$ cat src/ring_deque_with_indexed_insert_macros.svh
// Assertion macros for the ring deque block.
// Included by the top level; no other dependencies.
`ifndef RING_DEQUE_WITH_INDEXED_INSERT_MACROS_SVH
`define RING_DEQUE_WITH_INDEXED_INSERT_MACROS_SVH

// Same-cycle implication, checked outside reset.
`define RDQ_ASSERT_NOW(label, clk, rst_n, ante, cons) \
    label: assert property (@(posedge clk) disable iff (!(rst_n)) (ante) |-> (cons)) \
        else $error("ring deque check failed");

// Next-cycle implication, checked outside reset.
`define RDQ_ASSERT_NEXT(label, clk, rst_n, ante, cons) \
    label: assert property (@(posedge clk) disable iff (!(rst_n)) (ante) |=> (cons)) \
        else $error("ring deque check failed");

`endif

$ cat src/rdq_pkg.sv
// Shared types and constants of the ring deque block.
// No dependencies; used by the channel interfaces, the cell and the top level.
`default_nettype none

package rdq_pkg;

    localparam int DEPTH_DEF     = 16;
    localparam int DATA_BITS_DEF = 64;

    localparam int CMD_BITS    = 4;
    localparam int WORD_BITS   = 64;
    localparam int POS_BITS    = 5;
    localparam int COUNT_BITS  = 5;
    localparam int STATUS_BITS = 2;

    typedef logic [CMD_BITS-1:0]    t_cmd;
    typedef logic [STATUS_BITS-1:0] t_status;

    localparam t_cmd CMD_PUSH_FRONT     = 4'd0;
    localparam t_cmd CMD_PUSH_BACK      = 4'd1;
    localparam t_cmd CMD_INSERT         = 4'd2;
    localparam t_cmd CMD_POP_FRONT      = 4'd3;
    localparam t_cmd CMD_POP_BACK       = 4'd4;
    localparam t_cmd CMD_POP_FRONT_MANY = 4'd5;
    localparam t_cmd CMD_POP_BACK_MANY  = 4'd6;
    localparam t_cmd CMD_ERASE          = 4'd7;
    localparam t_cmd CMD_READ           = 4'd8;

    localparam t_status STAT_OK    = 2'd0;
    localparam t_status STAT_RANGE = 2'd1;
    localparam t_status STAT_EMPTY = 2'd2;
    localparam t_status STAT_FULL  = 2'd3;

    // What a cell loads at the next edge.
    typedef enum logic [1:0] {
        CELL_HOLD,
        CELL_LOAD,
        CELL_FROM_LOWER,
        CELL_FROM_UPPER
    } t_cell_op;

endpackage

`default_nettype wire

$ cat src/rdq_channels.sv
// Valid/ready channel interfaces for the ring deque commands and results.
// Depends on rdq_pkg for field widths and types.
`default_nettype none

interface rdq_cmd_if;
    import rdq_pkg::*;
    logic                 valid;
    logic                 ready;
    t_cmd                 command;
    logic [WORD_BITS-1:0] value;
    logic [POS_BITS-1:0]  position;
    logic [POS_BITS-1:0]  amount;

    modport source (output valid, command, value, position, amount, input ready);
    modport sink   (input valid, command, value, position, amount, output ready);
endinterface

interface rdq_res_if;
    import rdq_pkg::*;
    logic                  valid;
    logic                  ready;
    logic [WORD_BITS-1:0]  read_value;
    logic [COUNT_BITS-1:0] count;
    t_status               status;

    modport source (output valid, read_value, count, status, input ready);
    modport sink   (input valid, read_value, count, status, output ready);
endinterface

`default_nettype wire

$ cat src/rdq_cell.sv
// One storage cell of the deque chain: holds one entry, loads a new word
// or takes the word of either neighbor. Depends on rdq_pkg.
`default_nettype none

module rdq_cell #(
    parameter int DATA_BITS = rdq_pkg::DATA_BITS_DEF
) (
    input  wire                    i_clk,
    input  wire rdq_pkg::t_cell_op i_op,
    input  wire  [DATA_BITS-1:0]   i_load,
    input  wire  [DATA_BITS-1:0]   i_lower,
    input  wire  [DATA_BITS-1:0]   i_upper,
    output logic [DATA_BITS-1:0]   o_data
);
    import rdq_pkg::*;

    logic [DATA_BITS-1:0] r_data;
    logic [DATA_BITS-1:0] n_data;

    always_comb begin
        case (i_op)
            CELL_LOAD:       n_data = i_load;
            CELL_FROM_LOWER: n_data = i_lower;
            CELL_FROM_UPPER: n_data = i_upper;
            default:         n_data = r_data;
        endcase
    end

    always_ff @(posedge i_clk) begin
        r_data <= n_data;
    end

    assign o_data = r_data;

endmodule

`default_nettype wire

$ cat src/ring_deque_with_indexed_insert.sv
// Ring deque with indexed insert and erase, built as a row of storage cells.
// Depends on rdq_pkg, rdq_channels, rdq_cell and the assertion macro header.
//
// Usage:
//   i_cmd (sink) takes one command per transfer: command, value, position,
//   amount. o_res (source) returns exactly one result per command: read_value,
//   count and status. Entries are kept in logical order, cell 0 is the front.
//   Push, insert, erase, read, pop back and pop back many finish in the cycle
//   of the transfer: the result is registered and shows in the next cycle.
//   Pop front many by n (0 < n < count) shifts the row down once per cycle
//   until n entries are gone (at most DEPTH - 1); any other pop finishes at once.
//   The result is registered at the transfer; later commands wait for the shifts.
//   Every other command sustains one command per cycle while results are
//   taken; the single output register is the only buffering, so a new
//   command is taken in the same cycle that the waiting result transfers.
//   When the receiver stalls, the result holds and i_cmd.ready stays low.
//   Reset (synchronous, active low) empties the deque and drops any pending
//   result; cell contents are not cleared and are never read before written.
//   The front pointer of a circular store is not needed here, since the cells
//   always hold the entries in front-to-back order.
`default_nettype none

module ring_deque_with_indexed_insert #(
    parameter int DEPTH     = rdq_pkg::DEPTH_DEF,
    parameter int DATA_BITS = rdq_pkg::DATA_BITS_DEF
) (
    input  wire     i_clk,
    input  wire     i_rst_n,
    rdq_cmd_if.sink   i_cmd,
    rdq_res_if.source o_res
);
    import rdq_pkg::*;

`include "ring_deque_with_indexed_insert_macros.svh"

    localparam int CW = $clog2(DEPTH + 1);            // fill count width
    localparam int IW = (DEPTH > 1) ? $clog2(DEPTH) : 1;  // cell index width
    localparam int W  = (CW > POS_BITS) ? CW : POS_BITS;  // compare width

    localparam logic ST_IDLE  = 1'b0;
    localparam logic ST_SHIFT = 1'b1;

    // Control state
    logic                  r_state, n_state;
    logic [CW-1:0]         r_fill, n_fill;
    logic [POS_BITS-1:0]   r_shift_left, n_shift_left;
    logic                  r_out_valid;

    // Result payload
    logic [WORD_BITS-1:0]  r_read_value;
    logic [COUNT_BITS-1:0] r_count;
    t_status               r_status;

    // Decode
    logic                  w_take;
    logic [W-1:0]          w_fill, w_pos, w_num, w_ins_pos, w_del_pos;
    logic                  w_ins_en, w_del_en;
    t_status               w_status;
    logic [WORD_BITS-1:0]  w_read;
    logic [DATA_BITS-1:0]  w_value;
    logic                  w_full_res;

    logic [DATA_BITS-1:0]  w_cell_q [DEPTH];
    t_cell_op              w_cell_op [DEPTH];

    assign i_cmd.ready = (r_state == ST_IDLE) && (!r_out_valid || o_res.ready);
    assign w_take      = i_cmd.valid && i_cmd.ready;

    assign w_fill  = W'(r_fill);
    assign w_pos   = W'(i_cmd.position);
    assign w_value = i_cmd.value[DATA_BITS-1:0];

    // Decide status, new count and the row action for the offered command.
    always_comb begin
        w_status     = STAT_OK;
        n_fill       = r_fill;
        w_ins_en     = 1'b0;
        w_ins_pos    = '0;
        w_del_en     = 1'b0;
        w_del_pos    = '0;
        w_read       = '0;
        n_shift_left = '0;
        w_num        = W'(i_cmd.amount);
        case (i_cmd.command)
            CMD_PUSH_FRONT, CMD_PUSH_BACK, CMD_INSERT: begin
                if (i_cmd.command == CMD_PUSH_FRONT) begin
                    w_ins_pos = '0;
                end else if (i_cmd.command == CMD_PUSH_BACK) begin
                    w_ins_pos = w_fill;
                end else begin
                    w_ins_pos = w_pos;
                end
                if (w_ins_pos > w_fill) begin
                    w_status = STAT_RANGE;
                end else if (r_fill == CW'(DEPTH)) begin
                    w_status = STAT_FULL;
                end else begin
                    w_ins_en = 1'b1;
                    n_fill   = r_fill + CW'(1);
                end
            end
            CMD_POP_FRONT, CMD_POP_FRONT_MANY: begin
                if (i_cmd.command == CMD_POP_FRONT) begin
                    w_num = W'(1);
                end
                if (w_num > w_fill) begin
                    w_status = STAT_EMPTY;
                end else begin
                    n_fill = CW'(w_fill - w_num);
                    // Shift down once now, the rest from the shift state;
                    // skip the shifting when nothing is popped or nothing remains.
                    if (w_num != '0 && w_num != w_fill) begin
                        w_del_en     = 1'b1;
                        w_del_pos    = '0;
                        n_shift_left = POS_BITS'(w_num - W'(1));
                    end
                end
            end
            CMD_POP_BACK, CMD_POP_BACK_MANY: begin
                if (i_cmd.command == CMD_POP_BACK) begin
                    w_num = W'(1);
                end
                if (w_num > w_fill) begin
                    w_status = STAT_EMPTY;
                end else begin
                    n_fill = CW'(w_fill - w_num);
                end
            end
            CMD_ERASE: begin
                if (w_pos >= w_fill) begin
                    w_status = STAT_RANGE;
                end else begin
                    w_del_en  = 1'b1;
                    w_del_pos = w_pos;
                    n_fill    = r_fill - CW'(1);
                end
            end
            CMD_READ: begin
                if (w_pos >= w_fill) begin
                    w_status = STAT_RANGE;
                end else begin
                    w_read = WORD_BITS'(w_cell_q[w_pos[IW-1:0]]);
                end
            end
            default: begin
                w_status = STAT_OK;
            end
        endcase
    end

    // Next control state: shift state for the remaining moves, then back to idle.
    always_comb begin
        n_state = r_state;
        case (r_state)
            ST_IDLE: begin
                if (w_take && n_shift_left != '0) begin
                    n_state = ST_SHIFT;
                end
            end
            ST_SHIFT: begin
                if (r_shift_left == POS_BITS'(1)) begin
                    n_state = ST_IDLE;
                end
            end
            default: n_state = ST_IDLE;
        endcase
    end

    always_ff @(posedge i_clk) begin
        if (!i_rst_n) begin
            r_state      <= ST_IDLE;
            r_fill       <= '0;
            r_shift_left <= '0;
            r_out_valid  <= 1'b0;
        end else begin
            r_state <= n_state;
            if (r_state == ST_SHIFT) begin
                r_shift_left <= r_shift_left - POS_BITS'(1);
            end else if (w_take) begin
                r_shift_left <= n_shift_left;
            end
            if (w_take) begin
                r_fill      <= n_fill;
                r_out_valid <= 1'b1;
            end else if (o_res.ready) begin
                r_out_valid <= 1'b0;
            end
        end
    end

    // Result payload: load on every command transfer.
    always_ff @(posedge i_clk) begin
        if (w_take) begin
            r_read_value <= w_read;
            r_count      <= COUNT_BITS'(n_fill);
            r_status     <= w_status;
        end
    end

    assign o_res.valid      = r_out_valid;
    assign o_res.read_value = r_read_value;
    assign o_res.count      = r_count;
    assign o_res.status     = r_status;

    // Row of cells: each picks its action from its index against the insert or
    // delete position, or all move down in ST_SHIFT; words come from neighbors.
    for (genvar gi = 0; gi < DEPTH; gi++) begin : g_cell
        localparam logic [W-1:0] IDX = W'(gi);
        logic [DATA_BITS-1:0] w_lower;
        logic [DATA_BITS-1:0] w_upper;

        always_comb begin
            w_cell_op[gi] = CELL_HOLD;
            if (r_state == ST_SHIFT) begin
                w_cell_op[gi] = CELL_FROM_UPPER;
            end else if (w_take && w_ins_en) begin
                if (IDX == w_ins_pos) begin
                    w_cell_op[gi] = CELL_LOAD;
                end else if (IDX > w_ins_pos) begin
                    w_cell_op[gi] = CELL_FROM_LOWER;
                end
            end else if (w_take && w_del_en) begin
                if (IDX >= w_del_pos) begin
                    w_cell_op[gi] = CELL_FROM_UPPER;
                end
            end
        end

        if (gi == 0) begin : g_first
            assign w_lower = '0;
        end else begin : g_mid_lower
            assign w_lower = w_cell_q[gi-1];
        end
        if (gi == DEPTH - 1) begin : g_last
            assign w_upper = '0;
        end else begin : g_mid_upper
            assign w_upper = w_cell_q[gi+1];
        end

        rdq_cell #(
            .DATA_BITS (DATA_BITS)
        ) u_cell (
            .i_clk   (i_clk),
            .i_op    (w_cell_op[gi]),
            .i_load  (w_value),
            .i_lower (w_lower),
            .i_upper (w_upper),
            .o_data  (w_cell_q[gi])
        );
    end

    // Checks
    assign w_full_res = r_out_valid && (r_status == STAT_FULL);

    `RDQ_ASSERT_NOW(a_shift_blocks_input, i_clk, i_rst_n, r_state == ST_SHIFT, !i_cmd.ready)
    `RDQ_ASSERT_NOW(a_fill_bound, i_clk, i_rst_n, 1'b1, r_fill <= CW'(DEPTH))
    `RDQ_ASSERT_NOW(a_full_means_full, i_clk, i_rst_n, w_full_res, r_fill == CW'(DEPTH))
    `RDQ_ASSERT_NEXT(a_take_gives_result, i_clk, i_rst_n, w_take, r_out_valid)

endmodule

`default_nettype wire

$ cat src/flat_wrapper.sv
// flat-port wrapper written by rule: the top's interface ports become plain ports
module ring_deque_with_indexed_insert_flat import rdq_pkg::*;
#(
    parameter int DEPTH     = rdq_pkg::DEPTH_DEF,
    parameter int DATA_BITS = rdq_pkg::DATA_BITS_DEF
)
  (i_clk, i_rst_n, i_cmd_valid, i_cmd_command, i_cmd_value, i_cmd_position, i_cmd_amount, i_cmd_ready, o_res_valid, o_res_read_value, o_res_count, o_res_status, o_res_ready);
  rdq_cmd_if i_cmd_i ();
  rdq_res_if o_res_i ();
  input  wire i_clk;
  input  wire i_rst_n;
  input wire logic [$bits(i_cmd_i.valid)-1:0] i_cmd_valid;
  input wire logic [$bits(i_cmd_i.command)-1:0] i_cmd_command;
  input wire logic [$bits(i_cmd_i.value)-1:0] i_cmd_value;
  input wire logic [$bits(i_cmd_i.position)-1:0] i_cmd_position;
  input wire logic [$bits(i_cmd_i.amount)-1:0] i_cmd_amount;
  output wire logic [$bits(i_cmd_i.ready)-1:0] i_cmd_ready;
  output wire logic [$bits(o_res_i.valid)-1:0] o_res_valid;
  output wire logic [$bits(o_res_i.read_value)-1:0] o_res_read_value;
  output wire logic [$bits(o_res_i.count)-1:0] o_res_count;
  output wire logic [$bits(o_res_i.status)-1:0] o_res_status;
  input wire logic [$bits(o_res_i.ready)-1:0] o_res_ready;
  assign i_cmd_i.valid = i_cmd_valid;
  assign i_cmd_i.command = i_cmd_command;
  assign i_cmd_i.value = i_cmd_value;
  assign i_cmd_i.position = i_cmd_position;
  assign i_cmd_i.amount = i_cmd_amount;
  assign i_cmd_ready = i_cmd_i.ready;
  assign o_res_valid = o_res_i.valid;
  assign o_res_read_value = o_res_i.read_value;
  assign o_res_count = o_res_i.count;
  assign o_res_status = o_res_i.status;
  assign o_res_i.ready = o_res_ready;
  ring_deque_with_indexed_insert #(.DEPTH(DEPTH), .DATA_BITS(DATA_BITS)) u_core (.i_clk(i_clk), .i_rst_n(i_rst_n), .i_cmd(i_cmd_i), .o_res(o_res_i));
endmodule
$ cat config.mk
export PLATFORM = sky130hd
export DESIGN_NAME = ring_deque_with_indexed_insert_flat
export DESIGN_NICKNAME = d
export VERILOG_FILES = /design/src/rdq_pkg.sv /design/src/rdq_channels.sv /design/src/rdq_cell.sv /design/src/ring_deque_with_indexed_insert.sv /design/src/flat_wrapper.sv
export VERILOG_INCLUDE_DIRS = /design/src /design/src/src
export SDC_FILE = /design/constraint.sdc
export NUM_CORES = 2
export LEC_CHECK = 0
export BUFFER_PORTS_ARGS = -buffer_cell sky130_fd_sc_hd__buf_2
export CAP_MARGIN = 20
export CORE_ASPECT_RATIO = 1.4
export CORE_MARGIN = 4
export CORE_UTILIZATION = 40
export CTS_CLUSTER_DIAMETER = 50
export DETAILED_ROUTE_END_ITERATION = 16
export PLACE_DENSITY = 0.54
export SLEW_MARGIN = 20
export SYNTH_ARGS = -nofsm -noshare
export SYNTH_HDL_FRONTEND = slang
export SYNTH_SLANG_ARGS = --single-unit
$ cat constraint.sdc
create_clock -name i_clk -period 16 [get_ports i_clk]
set_input_delay 0 -clock i_clk [delete_from_list [all_inputs] [get_ports i_clk]]
set_output_delay 0 -clock i_clk [all_outputs]
set_load 0.02 [all_outputs]
Yosys cells after proc, flatten, opt, wreduce, memory -nomap -nowiden
Cells that the tools add are included.

Logic and storage cells: 332. Output and inout port bits: 73. Bits in registers: 1107.

Multiplexer cells: 154. Equality and inequality tests: 74. Bitwise logic cells: 3. Add/subtract/negate cells: 6. Order comparisons: 37. Reductions and logical operators: 35.

Operators by type and width (number): one-hot mux 64 bit (3 select lines) (16); binary-select mux 64 bit (select 4 bit) (1); two-way mux 2 bit (100); two-way mux 64 bit (2); two-way mux 5 bit (20); equality test 2 bit (second input constant) (32); nonzero test 3 bit (16); equality test 4 x 5 -> 1 bit (first input constant) (8); greater-or-equal comparator 4 x 5 -> 1 bit (first input constant) (8); > comparator 4 x 5 -> 1 bit (first input constant) (8); equality test 2 x 1 -> 1 bit (second input constant) (16); equality test 3 x 5 -> 1 bit (first input constant) (4); greater-or-equal comparator 3 x 5 -> 1 bit (first input constant) (4); > comparator 3 x 5 -> 1 bit (first input constant) (4); one-hot mux 5 bit (4 select lines) (1); equality test 4 x 3 -> 1 bit (second input constant) (4); > comparator 5 bit (3); subtractor 5 x 1 -> 5 bit (second input constant) (3); two-way mux 1 bit (11); equality test 2 x 5 -> 1 bit (first input constant) (2); greater-or-equal comparator 1 x 5 -> 1 bit (first input constant) (2); greater-or-equal comparator 2 x 5 -> 1 bit (first input constant) (2); > comparator 1 x 5 -> 1 bit (first input constant) (2); > comparator 2 x 5 -> 1 bit (first input constant) (2); other kinds (24) (38).

Logic depth before layout (Yosys ltp)
Word-level depth: 14. Gate-level depth with buffers: 15. Depth with buffers taken out: 11.

Cells and area by module
From an unflattened synthesis, not the netlist that was laid out.

Cells, all modules: 5435. Area, all modules: 65579.1 um2.

By module, submodules not included: rdq_cell (instances 16, sequential area each 1921.8 um2, cells each 278, area each 3284.4 um2); ring_deque_with_indexed_insert (instances 1, sequential area each 2372.3 um2, cells each 987, area each 13028.7 um2).

Worst setup path after synthesis
Ideal clock, no wire load.

Path type: reg-to-reg. Start: register u_core.r_fill[2]. End: register u_core.g_cell[0].u_cell.r_data[0], enable pin. Slack: 8.798 ns. Clock period less this slack: 7.202 ns. Data required time: 15.426 ns. Arrival time: 6.628 ns. Cell stages (with the launch flop): 11. Library setup time: 0.574 ns. Cells stage by stage: dfxtp_1 -> clkbuf_1 -> nand2_1 -> mux2_2 -> inv_1 -> ha_1 -> and3_1 -> o21a_1 -> o21ai_0 -> nand4_1 -> o21ai_0.

Word-level cells in the longest chain between the ends: 11. Elaborated cells between the ends (all ways): 34. Classes of those cells: order compare (5); eq/ne (5); mux (19); reduce/logical (5).

RTL lines: start, declared (RTL line ring_deque_with_indexed_insert.sv:45) `logic [CW-1:0] r_fill, n_fill;`; start signal, assigned (RTL line ring_deque_with_indexed_insert.sv:183) `r_fill <= n_fill;`; branches (longest 7 deep; another with greater-or-equal comparator 5 bit); two-way mux 2 bit (*) (RTL line ring_deque_with_indexed_insert.sv:216) `end else if (w_take && w_ins_en) begin`; two-way mux 2 bit (*) (RTL line ring_deque_with_indexed_insert.sv:214) `if (r_state == ST_SHIFT) begin`; equality test 2 bit or equality test 2 x 1 -> 1 bit (tied branches) (RTL line rdq_cell.sv:21) `case (i_op)`; nonzero test 3 bit (no source line) (*); end signal, assigned (RTL line rdq_cell.sv:30) `r_data <= n_data;`; end, declared (RTL line rdq_cell.sv:17) `logic [DATA_BITS-1:0] r_data;`.

Mark *: on every way between the ends. The select of a mux whose other input is x is not followed. A chain may end at the register's enable or synchronous reset.

Worst setup path in the final report
Start: register u_core.r_fill[2]. End: register u_core.g_cell[5].u_cell.r_data[62], enable pin.

Word-level cells in the longest chain between the ends: 11. Elaborated cells between the ends (all ways): 34. Classes of those cells: order compare (5); eq/ne (6); mux (19); reduce/logical (4).

RTL lines (RTL line): branches (longest 7 deep; another with greater-or-equal comparator 5 bit); two-way mux 2 bit (*) (ring_deque_with_indexed_insert.sv:216); two-way mux 2 bit (*) (ring_deque_with_indexed_insert.sv:214); equality test 2 bit or equality test 2 x 1 -> 1 bit (tied branches) (rdq_cell.sv:21); nonzero test 3 bit (no source line) (*); end signal, assigned (rdq_cell.sv:30); end, declared (rdq_cell.sv:17).

Marks and branches as above.

==> flow_summary.yaml <==
global_route:
  grt-ovfl-total: 0
  grt_first_pass_wirelength_um: 356000
  grt_antenna_before_repair: 14
  grtUsageTotal_pct: 29.5
  grt_max_degree: 129
  grt_pass1_vias: 48500
sta:
  final.setup.tns_ns: 0
  slew_headroom_pct: 18.0
  clock_skew_ns: 0.0345
  fin_ws_ns: 10.36
  rsz0062_at_grt: "no"
  layout_min_cycle_time_ns: 5.64
  drv_slew: 0
  timing.final.crit_share_pct: 35.3
  clock.fmax_mhz: 177
  setup_viol: 0
  hold_violations: 0
  tightest_slew_ns: 1.23
clock_tree:
  insertion_delay_ns: 0.80
  cts_max_level: 4
  cts-root-buf: "clkbuf_16"
  clk_pin_slew_ns: 0.06
  clock_sinks: 1107
  cts_made_buffers: 135
  clock_path_buffers: 3
  holdBufCountCts: 80
  cts_setup_buffers: 0
  cts_resized: 0
  cts_tree: "yes"
finish:
  final_cell_area_sq_um: 70100
  drive_gt1_share_pct: 19.1
  area_delta_synth_final_pct: 11.8
  num-nets-final: 4657
critical_path:
  path_class: "flip-flop to flip-flop"
  worst_ep_required_time_ns: 16.39
  critPathLaunch: "u_core.r_fill[2]$_SDFFE_PN0P_"
  cp_max_fo: 37
  critPathCaptureType: "flip-flop"
  reg2regPathDepth: 13
  r2r_start: "u_core.r_fill[2]$_SDFFE_PN0P_"
  critPathArrivalTime_ns: 6.04
  start_kind: "flip-flop"
routing:
  wl_met3_um: 22200
  m1WireLength_um: 93700
  firstDrtPassIters: 9
  wl_met2_um: 120000
  drt_first_iter_violations: 6431
  drc: 0
  vias: 48700
  ant_nets: 0
  wl_per_cell_um: 36.9
  via_per_inst: 7.22
  routed.top_layer: "met5"
  drt-total-wl_um: 248000
yosys:
  synth_top_area_share_pct: 52.4
  yosysWarnings: 0
  synth_common_cells: "edfxtp_1 (1,095), a221o_1 (706), and3_1 (454), clkbuf_1 (327), mux4_2 (320)"
  synth_area_sq_um: 62700
  avgSynthCellArea_sq_um: 13.5
  seq_area_frac_synth_pct: 52.8
  synth_cell_types: 92
  synthCells: 4634
  synth_edf_count: 1095
  synthArstFlopShare_pct: 0
  synthesis.nets: 4745
  synthDominantAreaCellType: "edfxtp_1"
  synth.most_common_cell: "edfxtp_1"
  ys_top_cells_by_area: "edfxtp_1 (52%), mux4_2 (11%), a221o_1 (11%), and3_1 (4.5%), and2_1 (2.0%)"
  synthFlopType: "edfxtp_1"
  ys_ff_latch: 1107
hold_path:
  hp-class: "input pin to flip-flop"
  hp-start: "i_cmd_position[3]"
  min_path_cells: 3
floorplan:
  fp.dieW_um: 343
  ios: 155
  die_y_um: 477
  floorplan.initialDensity_pct: 40.3
  fp-row-count: 171
  die_area_sq_um: 163000
  core_sq_um: 156000
place:
  hpwl_um: 139000
  post-place-ws_ns: 10.28
  io_buffers: 154
  dpl-instance-area_sq_um: 65000
  gp_congestion: 0.846
power:
  p_leak_nw: 24.7
  ir_worst_vdd_v: 0.000119
  cellPowerDensity_nw_per_um2: 105
  total_power_mw: 7.38
flow_run:
  max_cap_viol_count: 0
outcome:
  status: "complete, no violations"
[layout by cell type, fill, tap and decap left out, types with 26 or more instances in the layout]
| cell | instances |
|---|---|
| clkinv_1 | 26 |
| and2_1 | 197 |
| nand3_1 | 144 |
| a221o_1 | 705 |
| and3_1 | 452 |
| mux2_1 | 49 |
| ha_1 | 27 |
| a32oi_1 | 66 |
| o2bb2ai_1 | 64 |
| dlygate4sd3_1 | 80 |
| clkbuf_16 | 142 |
| mux4_2 | 320 |
| nor2b_1 | 73 |
| nor2_1 | 30 |
| o221ai_1 | 66 |
| nand2_1 | 97 |
| edfxtp_1 | 1095 |
| o31ai_1 | 68 |
| o211ai_1 | 70 |
| buf_2 | 151 |
| o21ai_0 | 82 |
| a21boi_0 | 67 |
| buf_4 | 106 |
| inv_1 | 144 |
[path summary, 6_finish.rpt]
| kind | endpoint | slack [ns] |
|---|---|---|
| max | u_core.g_cell[5].u_cell.o_data[62]$_DFFE_PP_ | 10.36 |
| min reg2reg | u_core.r_shift_left[4]$_SDFFE_PN0P_ | 0.58 |
| min | u_core.o_res.read_value[12]$_SDFFCE_PP0P_ | 0.10 |
| max reg2reg | u_core.g_cell[5].u_cell.o_data[62]$_DFFE_PP_ | 10.36 |
[area by class of cell]
class                      instances  area [sq um]
fill                           14000         85400
sequential                      1107         33100
multi-input combinational       2810         27000
clock buffer                     162          3630
tap                             2076          2600
timing repair buffer             344          2480
clock inverter                    81           713
inverter                         148           568
antenna                            9          22.5
[worst max-delay path, cell delays in order, from the launching register on]
cell	delay, ns
dfxtp_1	0.67
nand2_1	0.09
mux2_2	0.35
inv_1	0.10
ha_1	0.23
and3_1	0.20
o21a_1	0.13
o21a_1	0.49
nor3_4	0.29
buf_4	0.58
and2_4	0.26
buf_4	0.40
or2_4	0.59
buf_4	0.75
[metal layers]
metal | track usage [%] | up-vias
met1 | 37.5 | 25300
met2 | 48.4 | 3332
met3 | 5.86 | 694
met4 | 13.9 | 2
met5 | 0 | -
li1 | - | 19400
[cell families after synthesis]
kind of cell | after synthesis | share of synthesized area [%]
XOR/XNOR | 8 | 0.124
AO/OA/AOI/OAI | 1311 | 18.8
buffers and inverters | 717 | 4.93
AND/OR/NAND/NOR | 1074 | 10.0
multiplexers | 388 | 12.7
flip-flops | 1107 | 52.8
adder cells (fa/ha/maj) | 29 | 0.602
[state kept, by name, indices dropped and copies added, names as in the netlist]
signal	flops
u_core.r_shift_left	5
u_core.r_state	1
u_core.r_fill	5
u_core.o_res.valid	1
u_core.o_res.count	5
u_core.g_cell.u_cell.o_data	1024
u_core.o_res.read_value	64
u_core.o_res.status	2
[where the power goes]
part / switching, mW / internal (mW)
Combinational: 0.543 / 0.350
Clock: 1.34 / 1.76
Sequential: 0.0612 / 3.32
Total: 1.95 / 5.43
[through the flow]
step | utilization (%) | instances | hold WS (ns)
5_1_grt | 45.1 | 6730 | 0.0850
4_1_cts | 45.1 | 6728 | 0.0476
6_report | 45.1 | 6737 | 0.102
2_1_floorplan | - | 4634 | 0.162
3_3_place_gp | 41.7 | 6404 | 0.363
3_5_place_dp | 41.8 | 6405 | 0.356
No activity file was read; power rests on OpenSTA's default activity.
